<file path="src/design/pid_filtered_derivative_antiwindup_unit_defines.svh">
// assertion macros used by pidfd_datapath
// no dependencies; pulled in with an include by pidfd_datapath, which checks its own logic
`ifndef PID_FILTERED_DERIVATIVE_ANTIWINDUP_UNIT_DEFINES_SVH
`define PID_FILTERED_DERIVATIVE_ANTIWINDUP_UNIT_DEFINES_SVH

`ifndef SYNTHESIS
`define PIDFD_ASSERT_IMP(lbl, clk, rstn, ante, cons) \
    lbl: assert property (@(posedge clk) disable iff (!(rstn)) (ante) |-> (cons)) \
        else $error("pid unit check failed");
`define PIDFD_ASSERT_NXT(lbl, clk, rstn, ante, cons) \
    lbl: assert property (@(posedge clk) disable iff (!(rstn)) (ante) |=> (cons)) \
        else $error("pid unit check failed");
`else
`define PIDFD_ASSERT_IMP(lbl, clk, rstn, ante, cons)
`define PIDFD_ASSERT_NXT(lbl, clk, rstn, ante, cons)
`endif

`endif

</file>
<file path="src/design/pidfd_pkg.sv">
// types, constants and saturation helper for the pid unit
// used by pidfd_ctrl, pidfd_datapath and the top level
package pidfd_pkg;

    localparam int FRAC_BITS_DEF = 16;
    localparam int PROD_W        = 66;
    localparam int OUT_W         = 152;

    localparam logic [30:0] PROP_GAIN_RST   = 31'd55180;
    localparam logic [30:0] INTEG_GAIN_RST  = 31'd31373;
    localparam logic [30:0] DERIV_GAIN_RST  = 31'd22165;
    localparam logic [30:0] FILTER_COEF_RST = 31'd523523;
    localparam logic [26:0] TARGET_MM_RST   = 27'd9830400;
    localparam logic [16:0] SAMPLE_PER_RST  = 17'd6554;
    localparam logic [16:0] CAL_GAIN_RST    = 17'd57488;

    typedef enum logic [2:0] {
        REG_PROP_GAIN   = 3'd0,
        REG_INTEG_GAIN  = 3'd1,
        REG_DERIV_GAIN  = 3'd2,
        REG_FILTER_COEF = 3'd3,
        REG_TARGET_MM   = 3'd4,
        REG_SAMPLE_PER  = 3'd5,
        REG_CAL_GAIN    = 3'd6
    } cfg_reg_t;

    typedef enum logic [3:0] {
        ST_IDLE, ST_MEAS, ST_KIH, ST_NK, ST_NT, ST_P,
        ST_INT, ST_DER1, ST_DER2, ST_DWB, ST_DONE
    } state_t;

    typedef enum logic [3:0] {
        OP_NONE, OP_MEAS, OP_KIH, OP_NK, OP_NT, OP_P,
        OP_INT, OP_DER1, OP_DER2
    } op_t;

    typedef struct packed {
        op_t  op;
        logic load_in;
        logic finish;
    } cmd_t;

    typedef struct packed {
        logic out_free;
    } status_t;

    function automatic logic signed [31:0] sat32(input logic signed [PROD_W-1:0] v);
        logic signed [31:0] r;
        if (v > $signed(PROD_W'(64'sd2147483647))) begin
            r = 32'sh7FFFFFFF;
        end else if (v < -$signed(PROD_W'(64'sd2147483648))) begin
            r = 32'sh80000000;
        end else begin
            r = v[31:0];
        end
        return r;
    endfunction

endpackage

</file>
<file path="src/design/pid_filtered_derivative_antiwindup_unit.sv">
// Distance-loop PID controller with anti-windup integral and filtered derivative.
// Channels: s_ carries one raw distance sample (s_tdata[15:0], millimetres).
// m_ carries one result per sample; m_tdata fields from bit 0 up:
//   drive [23:0], servo_angle [31:24], error_value [63:32], prop_term [95:64],
//   integ_term [119:96], deriv_term [151:120], all but servo_angle fixed point with FRAC_BITS.
// Gains, setpoint, period and calibration are written through cfg_wr_en,
// cfg_index and cfg_wdata; the user must write them only while no sample is
// in flight, as the block itself does not enforce it. A sample is worked on
// alone by the single 33x33 multiplier, which the sequencer steps through
// eight products plus writeback and the sum before a new sample is taken.
// s_tready is high only while the sequencer is idle; the result register sits
// between the sides, so a new sample is taken while the last result still waits.
// If the receiver stalls, the finished sample holds in the sequencer until the
// result register is taken, and no further sample is accepted meanwhile.
// Reset (aresetn low, synchronous) reloads register defaults, clears the error,
// integral and derivative history and drops any pending result.
module pid_filtered_derivative_antiwindup_unit #(
    parameter int FRAC_BITS = pidfd_pkg::FRAC_BITS_DEF
) (
    input  logic                        aclk,
    input  logic                        aresetn,
    input  logic                        cfg_wr_en,
    input  logic [2:0]                  cfg_index,
    input  logic [30:0]                 cfg_wdata,
    input  logic                        s_tvalid,
    output logic                        s_tready,
    input  logic [15:0]                 s_tdata,   // distance_mm
    output logic                        m_tvalid,
    input  logic                        m_tready,
    // drive, servo_angle, error_value, prop_term, integ_term, deriv_term
    output logic [pidfd_pkg::OUT_W-1:0] m_tdata
);

    pidfd_pkg::cmd_t    cmd;
    pidfd_pkg::status_t status;

    pidfd_ctrl u_ctrl (
        .aclk     (aclk),
        .aresetn  (aresetn),
        .s_tvalid (s_tvalid),
        .s_tready (s_tready),
        .status   (status),
        .cmd      (cmd)
    );

    pidfd_datapath #(
        .FRAC_BITS (FRAC_BITS)
    ) u_datapath (
        .aclk      (aclk),
        .aresetn   (aresetn),
        .cfg_wr_en (cfg_wr_en),
        .cfg_index (cfg_index),
        .cfg_wdata (cfg_wdata),
        .s_tdata   (s_tdata),
        .cmd       (cmd),
        .status    (status),
        .m_tvalid  (m_tvalid),
        .m_tready  (m_tready),
        .m_tdata   (m_tdata)
    );

endmodule

</file>
<file path="src/design/pidfd_ctrl.sv">
// sequencer of the pid unit: steps the shared multiplier through one sample
// depends on pidfd_pkg
module pidfd_ctrl (
    input  logic                aclk,
    input  logic                aresetn,
    input  logic                s_tvalid,
    output logic                s_tready,
    input  pidfd_pkg::status_t  status,
    output pidfd_pkg::cmd_t     cmd
);

    pidfd_pkg::state_t state_reg, state_next;

    always_ff @(posedge aclk) begin
        if (!aresetn) begin
            state_reg <= pidfd_pkg::ST_IDLE;
        end else begin
            state_reg <= state_next;
        end
    end

    always_comb begin
        state_next = state_reg;
        unique case (state_reg)
            pidfd_pkg::ST_IDLE: begin
                if (s_tvalid) state_next = pidfd_pkg::ST_MEAS;
            end
            pidfd_pkg::ST_MEAS: state_next = pidfd_pkg::ST_KIH;
            pidfd_pkg::ST_KIH:  state_next = pidfd_pkg::ST_NK;
            pidfd_pkg::ST_NK:   state_next = pidfd_pkg::ST_NT;
            pidfd_pkg::ST_NT:   state_next = pidfd_pkg::ST_P;
            pidfd_pkg::ST_P:    state_next = pidfd_pkg::ST_INT;
            pidfd_pkg::ST_INT:  state_next = pidfd_pkg::ST_DER1;
            pidfd_pkg::ST_DER1: state_next = pidfd_pkg::ST_DER2;
            pidfd_pkg::ST_DER2: state_next = pidfd_pkg::ST_DWB;
            pidfd_pkg::ST_DWB:  state_next = pidfd_pkg::ST_DONE;
            pidfd_pkg::ST_DONE: begin
                if (status.out_free) state_next = pidfd_pkg::ST_IDLE;
            end
            default: state_next = pidfd_pkg::ST_IDLE;
        endcase
    end

    always_comb begin
        s_tready    = 1'b0;
        cmd.op      = pidfd_pkg::OP_NONE;
        cmd.load_in = 1'b0;
        cmd.finish  = 1'b0;
        unique case (state_reg)
            pidfd_pkg::ST_IDLE: begin
                s_tready    = 1'b1;
                cmd.load_in = s_tvalid;
            end
            pidfd_pkg::ST_MEAS: cmd.op = pidfd_pkg::OP_MEAS;
            pidfd_pkg::ST_KIH:  cmd.op = pidfd_pkg::OP_KIH;
            pidfd_pkg::ST_NK:   cmd.op = pidfd_pkg::OP_NK;
            pidfd_pkg::ST_NT:   cmd.op = pidfd_pkg::OP_NT;
            pidfd_pkg::ST_P:    cmd.op = pidfd_pkg::OP_P;
            pidfd_pkg::ST_INT:  cmd.op = pidfd_pkg::OP_INT;
            pidfd_pkg::ST_DER1: cmd.op = pidfd_pkg::OP_DER1;
            pidfd_pkg::ST_DER2: cmd.op = pidfd_pkg::OP_DER2;
            pidfd_pkg::ST_DWB:  cmd.op = pidfd_pkg::OP_NONE;
            pidfd_pkg::ST_DONE: cmd.finish = status.out_free;
            default: cmd.op = pidfd_pkg::OP_NONE;
        endcase
    end

endmodule

</file>
<file path="src/design/pidfd_datapath.sv">
// datapath of the pid unit: configuration registers, shared multiplier,
// term registers, controller state and result register; depends on pidfd_pkg
`include "pid_filtered_derivative_antiwindup_unit_defines.svh"

module pidfd_datapath #(
    parameter int FRAC_BITS = pidfd_pkg::FRAC_BITS_DEF
) (
    input  logic                          aclk,
    input  logic                          aresetn,
    input  logic                          cfg_wr_en,
    input  logic [2:0]                    cfg_index,
    input  logic [30:0]                   cfg_wdata,
    input  logic [15:0]                   s_tdata,
    input  pidfd_pkg::cmd_t               cmd,
    output pidfd_pkg::status_t            status,
    output logic                          m_tvalid,
    input  logic                          m_tready,
    output logic [pidfd_pkg::OUT_W-1:0]   m_tdata
);

    localparam int PW = pidfd_pkg::PROD_W;
    localparam logic signed [33:0] LIMIT = 34'sd90 <<< FRAC_BITS;
    localparam logic signed [33:0] ONE_Q = 34'sd1 <<< FRAC_BITS;

    logic [30:0] prop_gain_reg, integ_gain_reg, deriv_gain_reg, filter_coef_reg;
    logic [26:0] target_mm_reg;
    logic [16:0] sample_period_reg, cal_gain_reg;

    logic [15:0]            dist_reg;
    pidfd_pkg::op_t         op_reg;
    logic signed [PW-1:0]   prod_reg;
    logic signed [31:0]     err_reg, p_reg, kih_reg, nk_reg, onem_reg;
    logic signed [31:0]     integ_reg, der1_reg, d_reg;
    logic signed [31:0]     prev_err_reg, prev_integ_reg, prev_deriv_reg;
    logic                   out_valid_reg;
    logic [pidfd_pkg::OUT_W-1:0] out_data_reg;

    logic signed [32:0]     mul_a, mul_b;
    logic signed [32:0]     esum, ediff;
    logic signed [PW-1:0]   shifted;
    logic signed [31:0]     mq;
    logic signed [31:0]     err_next, p_next, kih_next, nk_next, onem_next;
    logic signed [31:0]     integ_next, der1_next, d_next, integ_sat;
    logic signed [33:0]     sum, drive, servo_full;
    logic                   out_valid_next;

    // configuration
    always_ff @(posedge aclk) begin
        if (!aresetn) begin
            prop_gain_reg     <= pidfd_pkg::PROP_GAIN_RST;
            integ_gain_reg    <= pidfd_pkg::INTEG_GAIN_RST;
            deriv_gain_reg    <= pidfd_pkg::DERIV_GAIN_RST;
            filter_coef_reg   <= pidfd_pkg::FILTER_COEF_RST;
            target_mm_reg     <= pidfd_pkg::TARGET_MM_RST;
            sample_period_reg <= pidfd_pkg::SAMPLE_PER_RST;
            cal_gain_reg      <= pidfd_pkg::CAL_GAIN_RST;
        end else if (cfg_wr_en) begin
            unique case (cfg_index)
                pidfd_pkg::REG_PROP_GAIN:   prop_gain_reg     <= cfg_wdata;
                pidfd_pkg::REG_INTEG_GAIN:  integ_gain_reg    <= cfg_wdata;
                pidfd_pkg::REG_DERIV_GAIN:  deriv_gain_reg    <= cfg_wdata;
                pidfd_pkg::REG_FILTER_COEF: filter_coef_reg   <= cfg_wdata;
                pidfd_pkg::REG_TARGET_MM:   target_mm_reg     <= cfg_wdata[26:0];
                pidfd_pkg::REG_SAMPLE_PER:  sample_period_reg <= cfg_wdata[16:0];
                pidfd_pkg::REG_CAL_GAIN:    cal_gain_reg      <= cfg_wdata[16:0];
                default: ;
            endcase
        end
    end

    // operand selection
    always_comb begin
        esum  = 33'(err_reg) + 33'(prev_err_reg);
        ediff = 33'(err_reg) - 33'(prev_err_reg);
        mul_a = '0;
        mul_b = '0;
        case (cmd.op)
            pidfd_pkg::OP_MEAS: begin
                mul_a = {17'd0, dist_reg};
                mul_b = {16'd0, cal_gain_reg};
            end
            pidfd_pkg::OP_KIH: begin
                mul_a = {2'd0, integ_gain_reg};
                mul_b = {16'd0, sample_period_reg};
            end
            pidfd_pkg::OP_NK: begin
                mul_a = {2'd0, filter_coef_reg};
                mul_b = {2'd0, deriv_gain_reg};
            end
            pidfd_pkg::OP_NT: begin
                mul_a = {2'd0, filter_coef_reg};
                mul_b = {16'd0, sample_period_reg};
            end
            pidfd_pkg::OP_P: begin
                mul_a = {2'd0, prop_gain_reg};
                mul_b = 33'(err_reg);
            end
            pidfd_pkg::OP_INT: begin
                mul_a = 33'(kih_reg);
                mul_b = 33'(pidfd_pkg::sat32(PW'(esum)));
            end
            pidfd_pkg::OP_DER1: begin
                mul_a = 33'(nk_reg);
                mul_b = 33'(pidfd_pkg::sat32(PW'(ediff)));
            end
            pidfd_pkg::OP_DER2: begin
                mul_a = 33'(onem_reg);
                mul_b = 33'(prev_deriv_reg);
            end
            default: begin
                mul_a = '0;
                mul_b = '0;
            end
        endcase
    end

    // product writeback
    always_comb begin
        case (op_reg)
            pidfd_pkg::OP_MEAS: shifted = prod_reg;
            pidfd_pkg::OP_KIH:  shifted = prod_reg >>> (FRAC_BITS + 1);
            default:            shifted = prod_reg >>> FRAC_BITS;
        endcase
        mq = pidfd_pkg::sat32(shifted);

        err_next   = err_reg;
        p_next     = p_reg;
        kih_next   = kih_reg;
        nk_next    = nk_reg;
        onem_next  = onem_reg;
        integ_next = integ_reg;
        der1_next  = der1_reg;
        d_next     = d_reg;
        integ_sat  = pidfd_pkg::sat32(PW'(mq) + PW'(prev_integ_reg));
        case (op_reg)
            pidfd_pkg::OP_MEAS: err_next = pidfd_pkg::sat32(
                PW'({1'b0, target_mm_reg}) - PW'(mq));
            pidfd_pkg::OP_KIH:  kih_next = mq;
            pidfd_pkg::OP_NK:   nk_next = mq;
            pidfd_pkg::OP_NT:   onem_next = pidfd_pkg::sat32(PW'(ONE_Q) - PW'(mq));
            pidfd_pkg::OP_P:    p_next = mq;
            pidfd_pkg::OP_INT: begin
                if (34'(integ_sat) > LIMIT) begin
                    integ_next = LIMIT[31:0];
                end else if (34'(integ_sat) < -LIMIT) begin
                    integ_next = 32'(-LIMIT);
                end else begin
                    integ_next = integ_sat;
                end
            end
            pidfd_pkg::OP_DER1: der1_next = mq;
            pidfd_pkg::OP_DER2: d_next = pidfd_pkg::sat32(PW'(der1_reg) + PW'(mq));
            default: ;
        endcase
    end

    // final sum, clamp (drive forced to zero when the error is zero) and servo angle
    always_comb begin
        sum = 34'(p_reg) + 34'(integ_reg) + 34'(d_reg);
        if (sum > LIMIT) begin
            drive = LIMIT;
        end else if (sum < -LIMIT) begin
            drive = -LIMIT;
        end else begin
            drive = sum;
        end
        if (err_reg == 32'sd0) drive = '0;
        servo_full = (drive + LIMIT) >>> FRAC_BITS;
    end

    always_comb begin
        out_valid_next = out_valid_reg;
        if (cmd.finish) begin
            out_valid_next = 1'b1;
        end else if (m_tready) begin
            out_valid_next = 1'b0;
        end
    end

    always_ff @(posedge aclk) begin
        if (!aresetn) begin
            op_reg         <= pidfd_pkg::OP_NONE;
            out_valid_reg  <= 1'b0;
            prev_err_reg   <= '0;
            prev_integ_reg <= '0;
            prev_deriv_reg <= '0;
        end else begin
            op_reg        <= cmd.op;
            out_valid_reg <= out_valid_next;
            if (cmd.finish) begin
                prev_err_reg   <= err_reg;
                prev_integ_reg <= integ_reg;
                prev_deriv_reg <= d_reg;
            end
        end
    end

    always_ff @(posedge aclk) begin
        if (cmd.load_in) dist_reg <= s_tdata;
        prod_reg  <= mul_a * mul_b;
        err_reg   <= err_next;
        p_reg     <= p_next;
        kih_reg   <= kih_next;
        nk_reg    <= nk_next;
        onem_reg  <= onem_next;
        integ_reg <= integ_next;
        der1_reg  <= der1_next;
        d_reg     <= d_next;
        if (cmd.finish) begin
            out_data_reg <= {d_reg, integ_reg[23:0], p_reg, err_reg,
                             servo_full[7:0], drive[23:0]};
        end
    end

    assign status.out_free = !out_valid_reg || m_tready;
    assign m_tvalid        = out_valid_reg;
    assign m_tdata         = out_data_reg;

    `PIDFD_ASSERT_IMP(a_finish_slot_free, aclk, aresetn, cmd.finish,
        !(out_valid_reg && !m_tready))
    `PIDFD_ASSERT_NXT(a_drive_in_range, aclk, aresetn, cmd.finish,
        ($signed(m_tdata[23:0]) <= $signed(LIMIT[23:0])) &&
        ($signed(m_tdata[23:0]) >= -$signed(LIMIT[23:0])))
    `PIDFD_ASSERT_NXT(a_zero_error_centre, aclk, aresetn,
        cmd.finish && (err_reg == 32'sd0), m_tdata[31:24] == 8'd90)
    `PIDFD_ASSERT_IMP(a_integ_clamped, aclk, aresetn, 1'b1,
        (34'(prev_integ_reg) <= LIMIT) && (34'(prev_integ_reg) >= -LIMIT))

endmodule
</file>
<file path="config.mk">
export PLATFORM = sky130hd
export DESIGN_NAME = pid_filtered_derivative_antiwindup_unit
export DESIGN_NICKNAME = d
export VERILOG_FILES = /design/src/design/pidfd_pkg.sv /design/src/design/pid_filtered_derivative_antiwindup_unit.sv /design/src/design/pidfd_ctrl.sv /design/src/design/pidfd_datapath.sv
export VERILOG_INCLUDE_DIRS = /design/src /design/src/design
export SDC_FILE = /design/constraint.sdc
export NUM_CORES = 2
export LEC_CHECK = 0
export BUFFER_PORTS_ARGS = -buffer_cell sky130_fd_sc_hd__buf_2
export CAP_MARGIN = 20
export CORE_MARGIN = 2
export CORE_UTILIZATION = 45
export CTS_CLUSTER_SIZE = 16
export DETAILED_ROUTE_END_ITERATION = 12
export PLACE_DENSITY_LB_ADDON = 0.15
export SYNTH_ARGS = -nofsm -noshare
export SYNTH_HDL_FRONTEND = slang
export SYNTH_HIERARCHICAL = 1
export SYNTH_SLANG_ARGS = --single-unit
</file>
<file path="constraint.sdc">
create_clock -name aclk -period 20.4 [get_ports aclk]
set_clock_uncertainty 0.05 [all_clocks]
set_input_delay 1.02 -clock aclk [delete_from_list [all_inputs] [get_ports aclk]]
set_output_delay 1.02 -clock aclk [all_outputs]
set_load 0.03 [all_outputs]
</file>
# Yosys cells after proc, flatten, opt, wreduce, memory -nomap -nowiden
# Cells that the tools add are included.
classes:
  add_sub_neg: 9
  n_mul: 1
  div_mod_pow: 0
  n_lt_le_gt_ge: 18
  n_eq_ne: 34
  shifts: 0
  muxes: 27
  bitwise: 0
  reduce_logical: 17
ops:
  columns: ["operator", "count"]
  rows:
  - ["33-bit case mux with 7 select lines", 2]
  - ["32-bit two-way mux", 12]
  - ["66-bit by 32-bit greater-than comparator with 1-bit output, second input constant", 5]
  - ["66-bit by 32-bit less-than comparator with 1-bit output, second input constant", 5]
  - ["32-bit by 32-bit adder with 33-bit output", 4]
  - ["65-bit case mux with 2 select lines", 1]
  - ["24-bit two-way mux", 3]
  - ["33-bit by 32-bit greater-than comparator with 1-bit output, second input constant", 2]
  - ["33-bit by 32-bit less-than comparator with 1-bit output, second input constant", 2]
  - ["33-bit by 33-bit multiplier with 66-bit output", 1]
  - ["4-bit by 3-bit == test with 1-bit output, second input constant", 12]
  - ["4-bit case mux with 11 select lines", 1]
  - ["33-bit by 32-bit adder with 34-bit output", 1]
  - ["34-bit by 24-bit greater-than comparator with 1-bit output, second input constant", 1]
  - ["34-bit by 24-bit less-than comparator with 1-bit output, second input constant", 1]
  - ["18-bit by 32-bit subtractor with 33-bit output, first input constant", 1]
  - ["28-bit by 32-bit subtractor with 33-bit output", 1]
  - ["32-bit by 32-bit subtractor with 33-bit output", 1]
  - ["32-bit by 24-bit greater-than comparator with 1-bit output, second input constant", 1]
  - ["32-bit logical NOT", 1]
  - ["32-bit by 24-bit less-than comparator with 1-bit output, second input constant", 1]
  - ["4-bit case mux with 8 select lines", 1]
  - ["24-bit adder, second input constant", 1]
  - ["4-bit by 2-bit == test with 1-bit output, second input constant", 6]
  - ["other kinds (16)", 39]
totals:
  ff_bits: 780
  latch_bits: 0
  ramBits: 0
  mem_bits_ro: 0
  input_bits: 55
  out_inout_bits: 154
  elab_cells: 131
  memories: 0

# Logic depth before layout (Yosys ltp)
logic_depth:
  depth_word: 11
  mapped_depth: 46
  mapped_depth_nobuf: 43

# By module
# Netlist, hierarchy kept.
by_module_without_submodules:
  columns: ["mod", "n_inst", "cells_each", "area_each_um2", "seq_area_each_um2"]
  rows:
  - ["pidfd_datapath", 1, 8691, 81823.5, 19748.9]
  - ["pidfd_ctrl", 1, 32, 267.8, 80.1]

# Worst setup path before layout
# Ideal clock, no wire load.
synth_path:
  kind: "register to register"
  start: "register u_datapath.err_reg[18]"
  end: "register u_datapath.prod_reg[60]"
  setup_ns: 0.064
  arrival_ns: 11.028
  required_time_ns: 20.286
  path_slack_ns: 9.258
  stages_incl_launch_ff: 42
  n_path_buf: 3
  period_less_slack_ns: 11.142
  cell_sequence: "edfxtp_1 ha_1 a21o_1 a21o_1 a21oi_1 a21boi_2 o21ai_0 or4b_4 a31oi_4 o21a_2 nor2_1 a311oi_4 buf_4 o21ai_0 clkbuf_1 o21ai_0 fa_1 fa_1 [6 not listed] fa_1 fa_1 inv_1 fa_1 inv_1 ha_1 clkbuf_1 nand4_1 nor2_1 and3_1 nand4_1 o21ai_0 o31ai_1 o21a_1 o21ai_0 a21o_1 mux2_2 nor2_1"
synth_via:
  elab_chain_cells: 6
  word_cells_on_any_way: 12
  classes_between: "add/sub: 2; mul: 1; order compare: 4; mux: 5"
synth_rtl:
  columns: ["item", "line", "rtl"]
  rows:
  - ["from (decl)", "pidfd_datapath.sv:32", "logic signed [31:0] err_reg, p_reg, kih_reg, nk_reg, onem_reg;"]
  - ["from (signal assigned)", "pidfd_datapath.sv:201", "err_reg <= err_next;"]
  - ["32-bit by 32-bit subtractor with 33-bit output / 32-bit by 32-bit adder with 33-bit output (equally long branches)", "pidfd_datapath.sv:74, pidfd_datapath.sv:73", null]
  - ["33-bit by 32-bit less-than comparator with 1-bit output", "pidfd_pkg.sv:51", "end else if (v < -$signed(PROD_W'(64'sd2147483648))) begin"]
  - ["32-bit two-way mux", "pidfd_pkg.sv:51", null]
  - ["32-bit two-way mux", "pidfd_pkg.sv:49", "if (v > $signed(PROD_W'(64'sd2147483647))) begin"]
  - ["33-bit case mux with 7 select lines *", "pidfd_datapath.sv:77", "case (cmd.op)"]
  - ["33-bit by 33-bit multiplier with 66-bit output *", "pidfd_datapath.sv:200", "prod_reg <= mul_a * mul_b;"]
  - ["to (signal assigned)", "pidfd_datapath.sv:200", null]
  - ["to (decl)", "pidfd_datapath.sv:31", "logic signed [PW-1:0] prod_reg;"]
# Mark *: on every way between the ends. The rest lies on a longest branch, timed or not.
# A chain may end at the register's enable or synchronous reset.

# Final worst setup path
layout_path:
  start: "register u_datapath.err_reg[2]"
  end: "register u_datapath.prod_reg[60]"
# Same word-level chain as after synthesis.

==> summary.md <==
| Metric | Value |
|---|---|
| Status | `completed` |
| Largest family of logic cells by synthesized area | `adder cells` |
| WP buf/inv | `7` |
| Clock Latency Late Sink | `740 ps` |
| Worst path required time | `20980 ps` |
| Final Hold Fails | `0` |
| Number of synthesized flops with an enable pin | `423` |
| Setup_tns | `0 ps` |
| Fillers | `16973` |
| Initial DRC count | `8425` |
| Top-area cell type share of the netlist area | `28.31%` |
| CP Max Fanout | `30` |
| Via count | `68697` |
| Syn nets | `10346` |
| XOR/XNOR Fraction of Synth Area | `2.155%` |
| Syn Area/Cell | `9.411 um2` |
| Hold Slack | `416.0 ps` |
| Max-slew violations | `0` |
| # DRC | `0` |
| DRT Wirelength | `323800 um` |
| Vias in the first global route | `67626` |
| Max cap viols | `0` |
| Longest Clk Path Bufs | `3` |
| Distinct cells, synth | `121` |
| Worst Hold End | `u_datapath/filter_coef_reg[23]` |
| DR WL/cell | `29.00 um` |
| HP Class | `reg2reg` |
| Post-CTS Hold Buffers | `0` |
| CTS clock-pin slew for the worst setup and hold paths | `60 ps` |
| CP Launch Type | `register` |
| GRT Overall Usage | `34.61%` |
| Area grow syn2layout | `8.543%` |
| # nets final | `10333` |
| Clock sinks | `779` |
| Die H | `431.1 um` |
| Number of nets with antenna violations after routing | `0` |
| RSZ-0062 raised after global routing | `false` |
| Max reg flops | `151` |
| Sequential fraction of the synthesis area | `24.15%` |
| Avg Vias per Cell | `6.152` |
| Die Area | `0.1859 mm2` |
| Register bit total from synthesis | `779` |
| Area occupied by multi-input gates | `0.05525 mm2` |
| Core Area | `0.1809 mm2` |
| Critical path endpoint category | `register` |
| Simple-gate share of the synthesized area | `10.27%` |
| Post-cts sizing count | `0` |
| Crit path time final | `14110 ps` |
| Die extent in x | `431.1 um` |
| Max H-tree Level | `3` |
| WS Path Type | `reg2reg` |
| Register area | `0.01983 mm2` |
| Crit-path max cell delay | `720 ps` |
| Synth Flop Type | `edfxtp_1` |
| DRT Pass-1 Iters | `9` |
| Reg2Reg Setup Slack | `6290 ps` |
| Synth Area in Compound Gates | `18.40%` |
| Gpl congestion | `0.9877` |
| Initial antenna violation count | `35` |
| Worst r2r path cells | `40` |
| Row count | `156` |
| CP arrival | `14690 ps` |
| Final setup viols | `0` |
| Post-Syn Area | `0.08209 mm2` |
| Most frequent CP cell | `fa_1` |
| Slew @ Worst Pin | `1253 ps` |
| Fmax | `0.07087 GHz` |
| CTS tree | `built` |
| HPWL after DPL | `245600 um` |
| Syn Inst Count | `8723` |
| Period utilization | `69.16%` |
| Clock buffer count from CTS | `87` |
| Slew HR | `15.92%` |
| Critical path's top delay family | `adder cells` |
| Initial Util | `45.37%` |
| Post-CTS setup buffers | `0` |
| Commonest cells in the synthesized netlist | `inv_1, fa_1, a21oi_1` |
| Share of layout cells above drive strength 1 | `8.628%` |
| FF-to-FF Start | `u_datapath/err_reg[2]` |
| Count leader, synth | `inv_1` |
| Yosys warns | `6` |
| Grt total ovfl | `0` |
| Largest net degree at the start of global routing | `129` |
| Post-synth ARST share | `0%` |
| Slowest stage cell, crit path | `o21ai_0` |
| Multiplexer share of the synthesized area | `1.303%` |
| Most area-consuming cells after synthesis | `fa_1, edfxtp_1, dfxtp_1` |
| First-pass GRT wire length | `469900 um` |
| PortBufs | `208` |
| Hold path depth | `2` |
| R2R Path End | `u_datapath/prod_reg[60]` |
| Ports | `209` |
| Post-synthesis adder-cell area fraction | `34.70%` |
| Area leader, netlist | `fa_1` |
| Worst Hold Launch | `u_datapath/filter_coef_reg[23]` |
| CTS root buf | `clkbuf_16` |
==> kinds of logic after synthesis <==
logic type | Yosys count
adder cells (fa/ha/maj) | 1583
buffers and inverters | 1903
AO/OA/AOI/OAI | 2411
multiplexers | 106
AND/OR/NAND/NOR | 1739
XOR/XNOR | 202
flip-flops | 779
==> worst max-delay path by stage <==
| stage | to | cells after the start | slack [ps] | from |
|---|---|---|---|---|
| 2_1_floorplan | u_datapath/prod_reg[60] | 41 | 9260 | u_datapath/err_reg[18] |
| 3_3_place_gp | u_datapath/prod_reg[60] | 40 | 6730 | u_datapath/err_reg[2] |
| 3_5_place_dp | u_datapath/prod_reg[60] | 40 | 6620 | u_datapath/err_reg[2] |
| 4_1_cts | u_datapath/prod_reg[60] | 39 | 6520 | u_datapath/err_reg[2] |
| 5_1_grt | u_datapath/prod_reg[60] | 42 | 5700 | u_datapath/err_reg[0] |
| 6_report | u_datapath/prod_reg[60] | 40 | 6290 | u_datapath/err_reg[2] |
==> layout make-up <==
cell class | instances | area share (%)
Antenna cell | 12 | 0.03370
Clock buffer | 121 | 2.811
Clock inverter | 43 | 0.6277
Inverter | 1370 | 5.771
Multi-Input combinational cell | 6041 | 62.01
Sequential cell | 779 | 22.26
Tap cell | 2370 | 3.328
Timing Repair Buffer | 431 | 3.161
==> tightest hold or removal path: stages, from the launching register on <==
cell      delay [ps]
dfxtp_1          310
nand2_1           50
a21boi_0          60
==> cells in the final DEF, fill, tap and decap left out, drive strengths merged, types with 28 or more instances in the layout <==
cell	Yosys	routed
a211oi	33	33
a21boi	164	164
a21o	157	157
a21oi	850	850
a22oi	102	102
and2	37	37
and3	39	39
buf	139	428
clkbuf	394	122
clkinv	0	28
dfxtp	356	356
edfxtp	423	423
fa	1161	1161
ha	407	407
inv	1370	1373
mux2i	102	102
nand2	668	668
nand2b	51	51
nand3	137	137
nand3b	38	38
nand4	49	49
nor2	322	322
nor2b	140	140
nor3	84	84
nor4	55	55
o2111ai	30	30
o211ai	42	42
o21a	60	60
o21ai	634	634
o21bai	42	42
o22ai	37	37
xnor2	132	132
xor2	70	70
==> layer usage <==
metal / track usage [%] / up-vias / share of wire (%)
li1: - / 29235 / -
met1: 47.37 / 34727 / 40
met2: 51.95 / 3937 / 44
met3: 8.125 / 794 / 11
met4: 16.08 / 4 / 5.5
met5: 0 / - / 0.0093
==> through the flow <==
| step | instance area [um2] | setup slack, ps | utilization (%) | instances |
|---|---|---|---|---|
| floorplan | 82090 | 9258 | - | 8723 |
| global placement | 85840 | 6734 | 47.44 | 10980 |
| detailed placement | 85930 | 6620 | 47.49 | 10985 |
| CTS | 88990 | 6523 | 49.18 | 11149 |
| global route | 89080 | 5702 | 49.23 | 11159 |
| finish | 89100 | 6291 | 49.25 | 11167 |
Power is not shown: default switching activity piles up to over one toggle a cycle in this logic, so the estimate is an artifact.
